==> src/hdl/planar_chain_forward_kinematics_top_macros.svh <==
// ----------------------------------------------------------------------------
// Assertion macros
// Shared concurrent assertion helpers for the planar chain kinematics block.
// ----------------------------------------------------------------------------
`ifndef PLANAR_CHAIN_FORWARD_KINEMATICS_TOP_MACROS_SVH
`define PLANAR_CHAIN_FORWARD_KINEMATICS_TOP_MACROS_SVH
`ifndef SYNTHESIS
`define PCFK_ASSERT_SAME(lbl, clk, rst_n, ante, cons) \
    lbl: assert property (@(posedge clk) disable iff (!rst_n) (ante) |-> (cons)) \
        else $error("pcfk assertion failed");
`define PCFK_ASSERT_NEXT(lbl, clk, rst_n, ante, cons) \
    lbl: assert property (@(posedge clk) disable iff (!rst_n) (ante) |=> (cons)) \
        else $error("pcfk assertion failed");
`else
`define PCFK_ASSERT_SAME(lbl, clk, rst_n, ante, cons)
`define PCFK_ASSERT_NEXT(lbl, clk, rst_n, ante, cons)
`endif
`endif

==> src/hdl/pcfk_pkg.sv <==
// ----------------------------------------------------------------------------
// pcfk_pkg
// Types and constants of the planar chain forward kinematics block.
// ----------------------------------------------------------------------------
package pcfk_pkg;

    localparam int NUM_LINKS = 4;
    localparam int NUM_ITER  = 16;
    localparam logic signed [32:0] CORDIC_START = 33'sd652032874;

    typedef struct packed {
        logic signed [32:0] x;
        logic signed [32:0] y;
        logic signed [32:0] z;
        logic               flip;
    } t_lane;

    typedef struct packed {
        t_lane [NUM_LINKS-1:0] lane;
        logic signed [15:0]    head_x;
        logic signed [15:0]    head_y;
    } t_beat;

    function automatic logic signed [32:0] atan_step(input int idx);
        logic signed [32:0] v;
        case (idx)
            0: v = 33'sd536870912;
            1: v = 33'sd316933406;
            2: v = 33'sd167458907;
            3: v = 33'sd85004756;
            4: v = 33'sd42667331;
            5: v = 33'sd21354465;
            6: v = 33'sd10679838;
            7: v = 33'sd5340245;
            8: v = 33'sd2670163;
            9: v = 33'sd1335087;
            10: v = 33'sd667544;
            11: v = 33'sd333772;
            12: v = 33'sd166886;
            13: v = 33'sd83443;
            14: v = 33'sd41721;
            15: v = 33'sd20860;
            default: v = 33'sd0;
        endcase
        return v;
    endfunction

endpackage

==> src/hdl/pcfk_cell.sv <==
// ----------------------------------------------------------------------------
// pcfk_cell
// One CORDIC rotation step for all four links, registered.
// ----------------------------------------------------------------------------
module pcfk_cell #(
    parameter int ITER = 0
) (
    input  logic            i_clk,
    input  logic            i_rst_n,
    input  logic            i_en,
    input  logic            i_valid,
    input  pcfk_pkg::t_beat i_beat,
    output logic            o_valid,
    output pcfk_pkg::t_beat o_beat
);

    localparam logic signed [32:0] ATAN = pcfk_pkg::atan_step(ITER);

    pcfk_pkg::t_beat n_beat;
    pcfk_pkg::t_beat r_beat;
    logic            r_valid;

    always_comb begin
        n_beat = i_beat;
        for (int k = 0; k < pcfk_pkg::NUM_LINKS; k++) begin
            if (!i_beat.lane[k].z[32]) begin
                n_beat.lane[k].x = i_beat.lane[k].x - (i_beat.lane[k].y >>> ITER);
                n_beat.lane[k].y = i_beat.lane[k].y + (i_beat.lane[k].x >>> ITER);
                n_beat.lane[k].z = i_beat.lane[k].z - ATAN;
            end else begin
                n_beat.lane[k].x = i_beat.lane[k].x + (i_beat.lane[k].y >>> ITER);
                n_beat.lane[k].y = i_beat.lane[k].y - (i_beat.lane[k].x >>> ITER);
                n_beat.lane[k].z = i_beat.lane[k].z + ATAN;
            end
        end
    end

    always_ff @(posedge i_clk) begin
        if (!i_rst_n) begin
            r_valid <= 1'b0;
        end else if (i_en) begin
            r_valid <= i_valid;
        end
    end

    always_ff @(posedge i_clk) begin
        if (i_en) begin
            r_beat <= n_beat;
        end
    end

    assign o_valid = r_valid;
    assign o_beat  = r_beat;

endmodule

==> config.mk <==
export PLATFORM = sky130hd
export DESIGN_NAME = pcfk_cell
export DESIGN_NICKNAME = d
export VERILOG_FILES = /design/src/hdl/planar_chain_forward_kinematics_top_macros.svh /design/src/hdl/pcfk_pkg.sv /design/src/hdl/pcfk_cell.sv
export SDC_FILE = /design/constraint.sdc
export NUM_CORES = 1
export LEC_CHECK = 0
export BUFFER_PORTS_ARGS = -buffer_cell sky130_fd_sc_hd__buf_2
export CAP_MARGIN = 20
export CORE_AREA = 2 2 335 337
export CTS_CLUSTER_SIZE = 16
export DETAILED_ROUTE_END_ITERATION = 12
export DIE_AREA = 0 0 337 339
export SYNTH_ARGS = -nofsm -noshare
export SYNTH_HDL_FRONTEND = slang
export SYNTH_SLANG_ARGS = --single-unit
==> constraint.sdc <==
create_clock -name i_clk -period 4.6 [get_ports i_clk]
set_input_delay 0 -clock i_clk [delete_from_list [all_inputs] [get_ports i_clk]]
set_output_delay 0 -clock i_clk [all_outputs]
set_load 0.01 [all_outputs]
# [After elaboration in Yosys (flattened, before gate mapping)]
# Index checks and enable logic that the tools add are counted.
[totals] output_inout_bits=433 elab_cells=43 reg_bits=433 inputBits=436
[classes] n_mux=4 add_sub_neg=20
[ops] operator="$mux W99" n=4
[ops] operator="$sub A33 B33 Y33" n=8
[ops] operator="$add A33 B31 Y33 const B" n=4
[ops] operator="$add A33 B33 Y33" n=4
[ops] operator="$sub A33 B31 Y33 const B" n=4

# [Logic depth before layout (Yosys ltp)]
# Gate-level depths: netlist of run 1.
[logic_depth] depth_word=2 ltp_mapped=13 ltp_nobuf=13

# [Least setup slack after synthesis of run 1]
# Ideal clock, no wire load.
[synth_timing] kind="input -> register" from="input port i_beat[266] (netlist bit)" to="register r_beat, in the netlist o_beat[292], data pin" arrival_ps=2463 setup_slack_ps=1869 path_stages=12 t_required_ps=4332 cell_sequence="ha_1 -> fa_1 -> nand2b_4 -> a2111oi_4 -> o31a_1 -> o21ai_1 -> a211oi_1 -> o32a_1 -> a311o_1 -> a21oi_1 -> o22ai_1 -> xnor2_1"
[synth_lines] element="from (decl)" line_no="pcfk_cell.sv:12" source="input pcfk_pkg::t_beat i_beat,"
[synth_lines] element="to (signal assigned)" line_no="pcfk_cell.sv:48" source="r_beat <= n_beat;"
[synth_lines] element="to (decl)" line_no="pcfk_cell.sv:20" source="pcfk_pkg::t_beat r_beat;"

==> flow_metrics.py, run 1 <==
metrics = {
    "final_layout": {
        "instances_no_fill": 6283,
        "fin_area_mm2": 0.0442,
        "final_common_cell": "buf_2",
        "area_delta_synth_final_pct": 27.9,
        "fillCellCount": 11000,
        "drive_gt1_share_pct": 21.4,
        "final_cell_mix": "867 x buf_2, 452 x a21oi_1, 428 x edfxtp_1, 393 x inv_1, 392 x ha_1",
        "nNetsFinal": 5589,
    },
    "yosys": {
        "yosys.area.top_type": "edfxtp_1",
        "synth_top_area_share_pct": 37.2,
        "ys_ff_latch": 429,
        "synth-edff-count": 428,
        "synth_cell_types": 95,
        "avgSynthCellArea_um2": 9.21,
        "syn_area_mm2": 0.0346,
        "ys_top_cells_by_area": "edfxtp_1 37%, ha_1 14%, a21oi_1 6.5%, xnor2_1 5.6%, inv_1 4.3%",
        "synth_flop_cell": "edfxtp_1",
        "yosysWarningCount": 0,
        "synth_cells": 3757,
        "syn_nets": 4601,
        "async_reset_ff_share_pct": 0,
        "ys_seq_area_share_pct": 37.2,
    },
    "setup_path": {
        "cp.depth": 15,
        "cp_max_fo": 3,
        "path_delay_family": "compound AO/OA/AOI/OAI gates",
        "start_kind": "input port",
        "r2r_cells": 3,
        "path_class": "in -> reg",
        "path_buf_inv": 3,
        "cp_data_required_time_ns": 4.99,
        "crit_chain": "dlygate4sd3_1 > buf_2 > ha_1 > fa_1 > nor2b_1 > o21ai_0 > a21oi_1 > o311a_1 > a221o_1 > a21oi_1 > o21ai_0 > a21oi_1 > o22ai_1 > xnor2_1 > dlygate4sd3_1",
        "critical_path.max_stage_delay_ns": 0.58,
        "cpMostUsedCell": "a21oi_1",
        "cp-end-kind": "flop",
        "arrival_ns": 4.52,
        "slowest_stage": "dlygate4sd3_1",
    },
    "clocking": {
        "cts_tree": "built",
        "clk_pin_slew_worst_paths_ns": 0.06,
        "cts_setup_buffers": 0,
        "htreeDepth": 2,
        "clockBufferDepth": 3,
        "clk_latency_ns": 0.64,
        "ctsRootBufferMaster": "clkbuf_16",
        "cts_buffers": 55,
        "clock_sinks": 429,
    },
    "timing": {
        "rsz0062_at_grt": "false",
        "clock_skew_ns": 0,
        "fin_hold_ws_ns": -0.0126,
        "tightest_slew_ns": 0.965,
        "setup_viol": 0,
        "post-route-min-period_ns": 4.13,
        "drv_slew": 0,
        "period_share_pct": 89.8,
        "fmax_mhz": 242,
        "slew_headroom_pct": 35.2,
        "fin_tns_setup_ns": 0,
        "finalHoldViolCount": 1,
    },
    "power": {
        "power.density_mw_per_mm2": 322,
        "p_int_mw": 9.31,
        "p_seq_share_pct": 36.5,
        "p_total_mw": 14.2,
        "ir_drop_v": 0.000298,
        "switching_share_pct": 34.6,
        "clkPwrFrac_pct": 30.4,
        "p_leak_nw": 19.8,
        "p_sw_mw": 4.93,
        "pwr-share-comb_pct": 33.1,
    },
    "outcome": {
        "failed_checks": "hold timing",
        "status": "complete, but fails checks",
    },
    "placed_design": {
        "dp_hpwl_um": 105000,
        "placed_cell_area_mm2": 0.0403,
        "gp_congestion": 0.951,
        "place_inst": 5959,
        "portBuffers": 868,
    },
    "route": {
        "viasPerCell": 5.23,
        "dr.pass1.iters": 6,
        "drtIter0Drc": 3458,
        "drtAntennaViolNets": 0,
        "num_vias": 32800,
        "wire_per_inst_um": 21.3,
        "wl_um": 134000,
        "remaining_drc_errors": 0,
    },
    "grt": {
        "grt_max_degree": 98,
        "gr-usage-all-layers_pct": 22.3,
        "grt_pass1_wl_um": 196000,
        "antenna_found_initial": 24,
        "grt_pass1_vias": 31500,
        "grt_remaining_overflow": 0,
    },
    "floorplan": {
        "start_util_pct": 31.3,
        "coreArea_mm2": 0.110,
        "num_io_pins": 869,
        "dieArea_mm2": 0.114,
        "rows": 122,
        "die_y_um": 339,
        "die_w_um": 337,
    },
    "worst_hold_path": {
        "worst_hold_path_type": "in -> reg",
        "holdPathStages": 4,
    },
    "run": {
        "drv_cap": 0,
    },
}
[tightest hold or removal path, cell delays in order]
cell and delay [ns]:
buf_2 0.12, inv_1 0.05, ha_1 0.16, inv_1 0.10
[routing by layer]
| metal | global-route usage [%] | share of wire (%) | vias up |
|---|---|---|---|
| met1 | 29.6 | 43 | 15600 |
| met3 | 4.09 | 8.0 | 234 |
| met5 | 0 | 0.12 | - |
| met2 | 36.4 | 46 | 1594 |
| met4 | 6.85 | 3.2 | 24 |
| li1 | - | - | 15400 |
[synth_stat cells (all sizes together) (52+ instances only)]
cell / count
nor2: 341
xnor2: 221
nor3: 58
edfxtp: 428
a21o: 100
o21bai: 84
o21ai: 226
inv: 395
nand2: 174
ha: 392
clkbuf: 108
nand3: 52
a21oi: 452
buf: 64
[area by class of cell]
class	count	area (µm²)	area share (%)
diodes	7	17.5	0.0396
repair buffers	1103	6710	15.2
clock buffers	71	1480	3.34
flip-flops and latches	429	12900	29.1
well taps	1488	1860	4.21
multi-input cells	2750	19500	44.0
inverters	406	1520	3.44
clock inverters	29	292	0.659
[flip-flops by register name (all words and copies together), names as in the netlist]
register	count
o_beat	428
o_valid	1
[through the flow]
step	util, %	worst slack [ns]
floorplan	-	1.87
global placement	36.5	0.878
detailed placement	36.5	0.841
CTS	40.1	0.616
global route	40.1	0.345
finish	40.1	0.470
[cells by family (layout without fill, tap and decap cells)]
logic type                 after synthesis  after routing  synth area share, %
AOI/OAI and AO/OA                     1201           1201                 22.1
xor gates and xnor gates               256            256                 6.48
adders and majority gates              408            408                 15.1
buffers and inverters                  578           1609                 6.46
DFF                                    429            429                 37.2
muxes                                   52             52                 1.51
other                                    0              7                    0
and+or+nand+nor                        833            833                 11.1
[power by group through the flow]
stage	Combinational [mW]	Clock [mW]	Sequential [mW]
final	4.71	4.33	5.20
after floorplan	2.34	0	5.52
after global routing	5.08	4.58	5.25
after detailed placement	4.47	0	5.28
after CTS	4.66	4.47	5.21
after global placement	4.47	0	5.27
[worst paths after layout]
kind / endpoint / startpoint / slack, ns
hold reg to reg: o_valid / o_valid / 1.12
hold / removal: o_beat[199] / i_beat[166] / -0.01
setup / recovery: o_beat[131] / i_beat[99] / 0.47
setup reg to reg: o_valid / o_valid / 3.42
[timing repair]
item / in CTS / in global routing
endpoints found under the setup margin: 0 / 0
hold endpoints to repair: 281 / 0
resized for setup: 0 / 0
hold buffers: 217 / 0
Note: power is estimated with default switching activity, not from simulation.
==> run 2, diff against run 1 <==
==> constraint.sdc (replaced) <==
create_clock -name i_clk -period 4.5 [get_ports i_clk]
set_input_delay 0 -clock i_clk [delete_from_list [all_inputs] [get_ports i_clk]]
set_output_delay 0 -clock i_clk [all_outputs]
set_load 0.01 [all_outputs]
==> flow_metrics.py, run 2 (same netlist as run 1, synthesis figures left out) <==
metrics = {
    "floorplan": {
        "die_w_um": 337,
        "die_y_um": 339,
        "num_io_pins": 869,
        "start_util_pct": 31.3,
        "coreArea_mm2": 0.110,
        "dieArea_mm2": 0.114,
        "rows": 122,
    },
    "grt": {
        "antenna_found_initial": 24,
        "gr-usage-all-layers_pct": 22.1,
        "grt_max_degree": 100,
        "grt_pass1_wl_um": 195000,
        "grt_remaining_overflow": 0,
        "grt_pass1_vias": 31200,
    },
    "route": {
        "dr.pass1.iters": 6,
        "viasPerCell": 5.23,
        "drtIter0Drc": 3211,
        "num_vias": 32900,
        "remaining_drc_errors": 0,
        "wire_per_inst_um": 21.2,
        "drtAntennaViolNets": 0,
        "wl_um": 133000,
    },
    "timing": {
        "period_share_pct": 92.4,
        "setup_slack_ns": 0.343,
        "clock_skew_ns": 0,
        "slew_headroom_pct": 27.5,
        "fin_tns_setup_ns": 0,
        "tightest_slew_ns": 1.09,
        "drv_slew": 0,
        "fmax_mhz": 241,
        "rsz0062_at_grt": "false",
        "post-route-min-period_ns": 4.16,
        "setup_viol": 0,
        "finalHoldViolCount": 0,
    },
    "placed_design": {
        "dp_hpwl_um": 105000,
        "dp_worst_setup_slack_ns": 0.777,
        "gp_congestion": 0.962,
        "portBuffers": 868,
    },
    "worst_hold_path": {
        "holdPathStages": 4,
        "worst_hold_path_type": "in -> reg",
    },
    "power": {
        "p_leak_nw": 19.8,
        "p_sw_mw": 4.99,
        "p_seq_share_pct": 36.8,
        "ir_drop_v": 0.000317,
        "switching_share_pct": 34.6,
        "pwr-share-comb_pct": 33.2,
        "p_int_mw": 9.45,
        "p_total_mw": 14.4,
        "power.density_mw_per_mm2": 327,
        "clkPwrFrac_pct": 30.0,
    },
    "clocking": {
        "clockBufferDepth": 3,
        "ctsResizeCount": 0,
        "clk_latency_ns": 0.63,
        "clock_sinks": 429,
        "cts_tree": "built",
        "clk_pin_slew_worst_paths_ns": 0.07,
        "cts_buffers": 53,
        "ctsRootBufferMaster": "clkbuf_16",
        "htreeDepth": 2,
    },
    "setup_path": {
        "cp_data_required_time_ns": 4.90,
        "r2r_cells": 3,
        "path_class": "in -> reg",
        "start_kind": "input port",
        "arrival_ns": 4.56,
        "cp-end-kind": "flop",
        "cp_max_fo": 5,
    },
    "outcome": {
        "status": "complete, no violations",
    },
    "final_layout": {
        "largest_register_ffs": 428,
        "final_cell_mix": "867 x buf_2, 452 x a21oi_1, 428 x edfxtp_1, 393 x inv_1, 392 x ha_1",
        "area_delta_synth_final_pct": 27.6,
        "drive_gt1_share_pct": 21.5,
        "final_common_cell": "buf_2",
        "nNetsFinal": 5585,
    },
    "run": {
        "drv_cap": 0,
    },
}
[run 2: cell count changes in the layout (fill, tap and decap cells not counted), moves of 2 or more]
cell,change
bufinv_16,+2
clkbuf_1,-7
clkbuf_16,-4
clkinv_2,+8
clkinv_4,-6
clkinvlp_4,+2
diode_2,+3
dlygate4sd3_1,-3
[run 2: cell type report]
type,instances,area [µm²]
diodes,10,25.0
clock buffers,60,1350
clock inverters,33,342
fillers,11100,66200
inverters,406,1520
multi-input cells,2750,19500
flip-flops and latches,429,12900
well taps,1488,1860
repair buffers,1101,6690
[run 2: power by group through the flow]
stage / Clock [mW] / Sequential [mW] / Combinational (mW)
after floorplan: 0 / 5.64 / 2.39
after global placement: 0 / 5.39 / 4.56
after detailed placement: 0 / 5.40 / 4.56
after CTS: 4.48 / 5.33 / 4.74
after global routing: 4.59 / 5.37 / 5.18
final: 4.33 / 5.32 / 4.79
[run 2: final timing paths]
kind,from,end,slack [ns]
hold / removal,i_beat[166],o_beat[199],0.0006
setup / recovery,i_beat[399],o_beat[398],0.34
setup reg to reg,o_valid,o_valid,3.31
hold reg to reg,o_valid,o_valid,1.13
[run 2: routing by layer]
layer / up-vias / share of wire [%] / wire, µm / GRT usage, %
li1: 15400 / - / - / -
met1: 15800 / 43 / 57400 / 29.5
met2: 1476 / 46 / 61200 / 35.8
met3: 212 / 7.5 / 10000 / 4.03
met4: 14 / 3.3 / 4440 / 7.66
met5: - / 0.068 / 90 / 0
[run 2: what timing repair did]
item                                   4_1_cts  5_1_grt
setup buffers                                0        0
endpoints found under the hold margin      277        0
hold buffers                               214        0
[run 2: worst max-delay path, cell delays in order]
cell and delay (ns):
dlygate4sd3_1 0.52, buf_2 0.14, ha_1 0.21, fa_1 0.41
nor2b_1 0.17, o21ai_0 0.40, a211oi_1 0.23, o21ai_0 0.52
a31oi_1 0.29, a31oi_1 0.56, o21ai_0 0.23, nand2_1 0.10
o31ai_1 0.08, xnor2_1 0.13, dlygate4sd3_1 0.56
[run 2: stage by stage]
stage	instance area, µm²	util (%)	hold WS [ns]	cells
5_1_grt	44200	40.0	0.0366	6277
6_report	44200	40.0	0.000631	6277
3_3_place_gp	40300	36.5	0.177	5960
4_1_cts	44100	40.0	0.00192	6267
2_1_floorplan	34600	-	0.0989	3757
3_5_place_dp	40300	36.5	0.178	5960
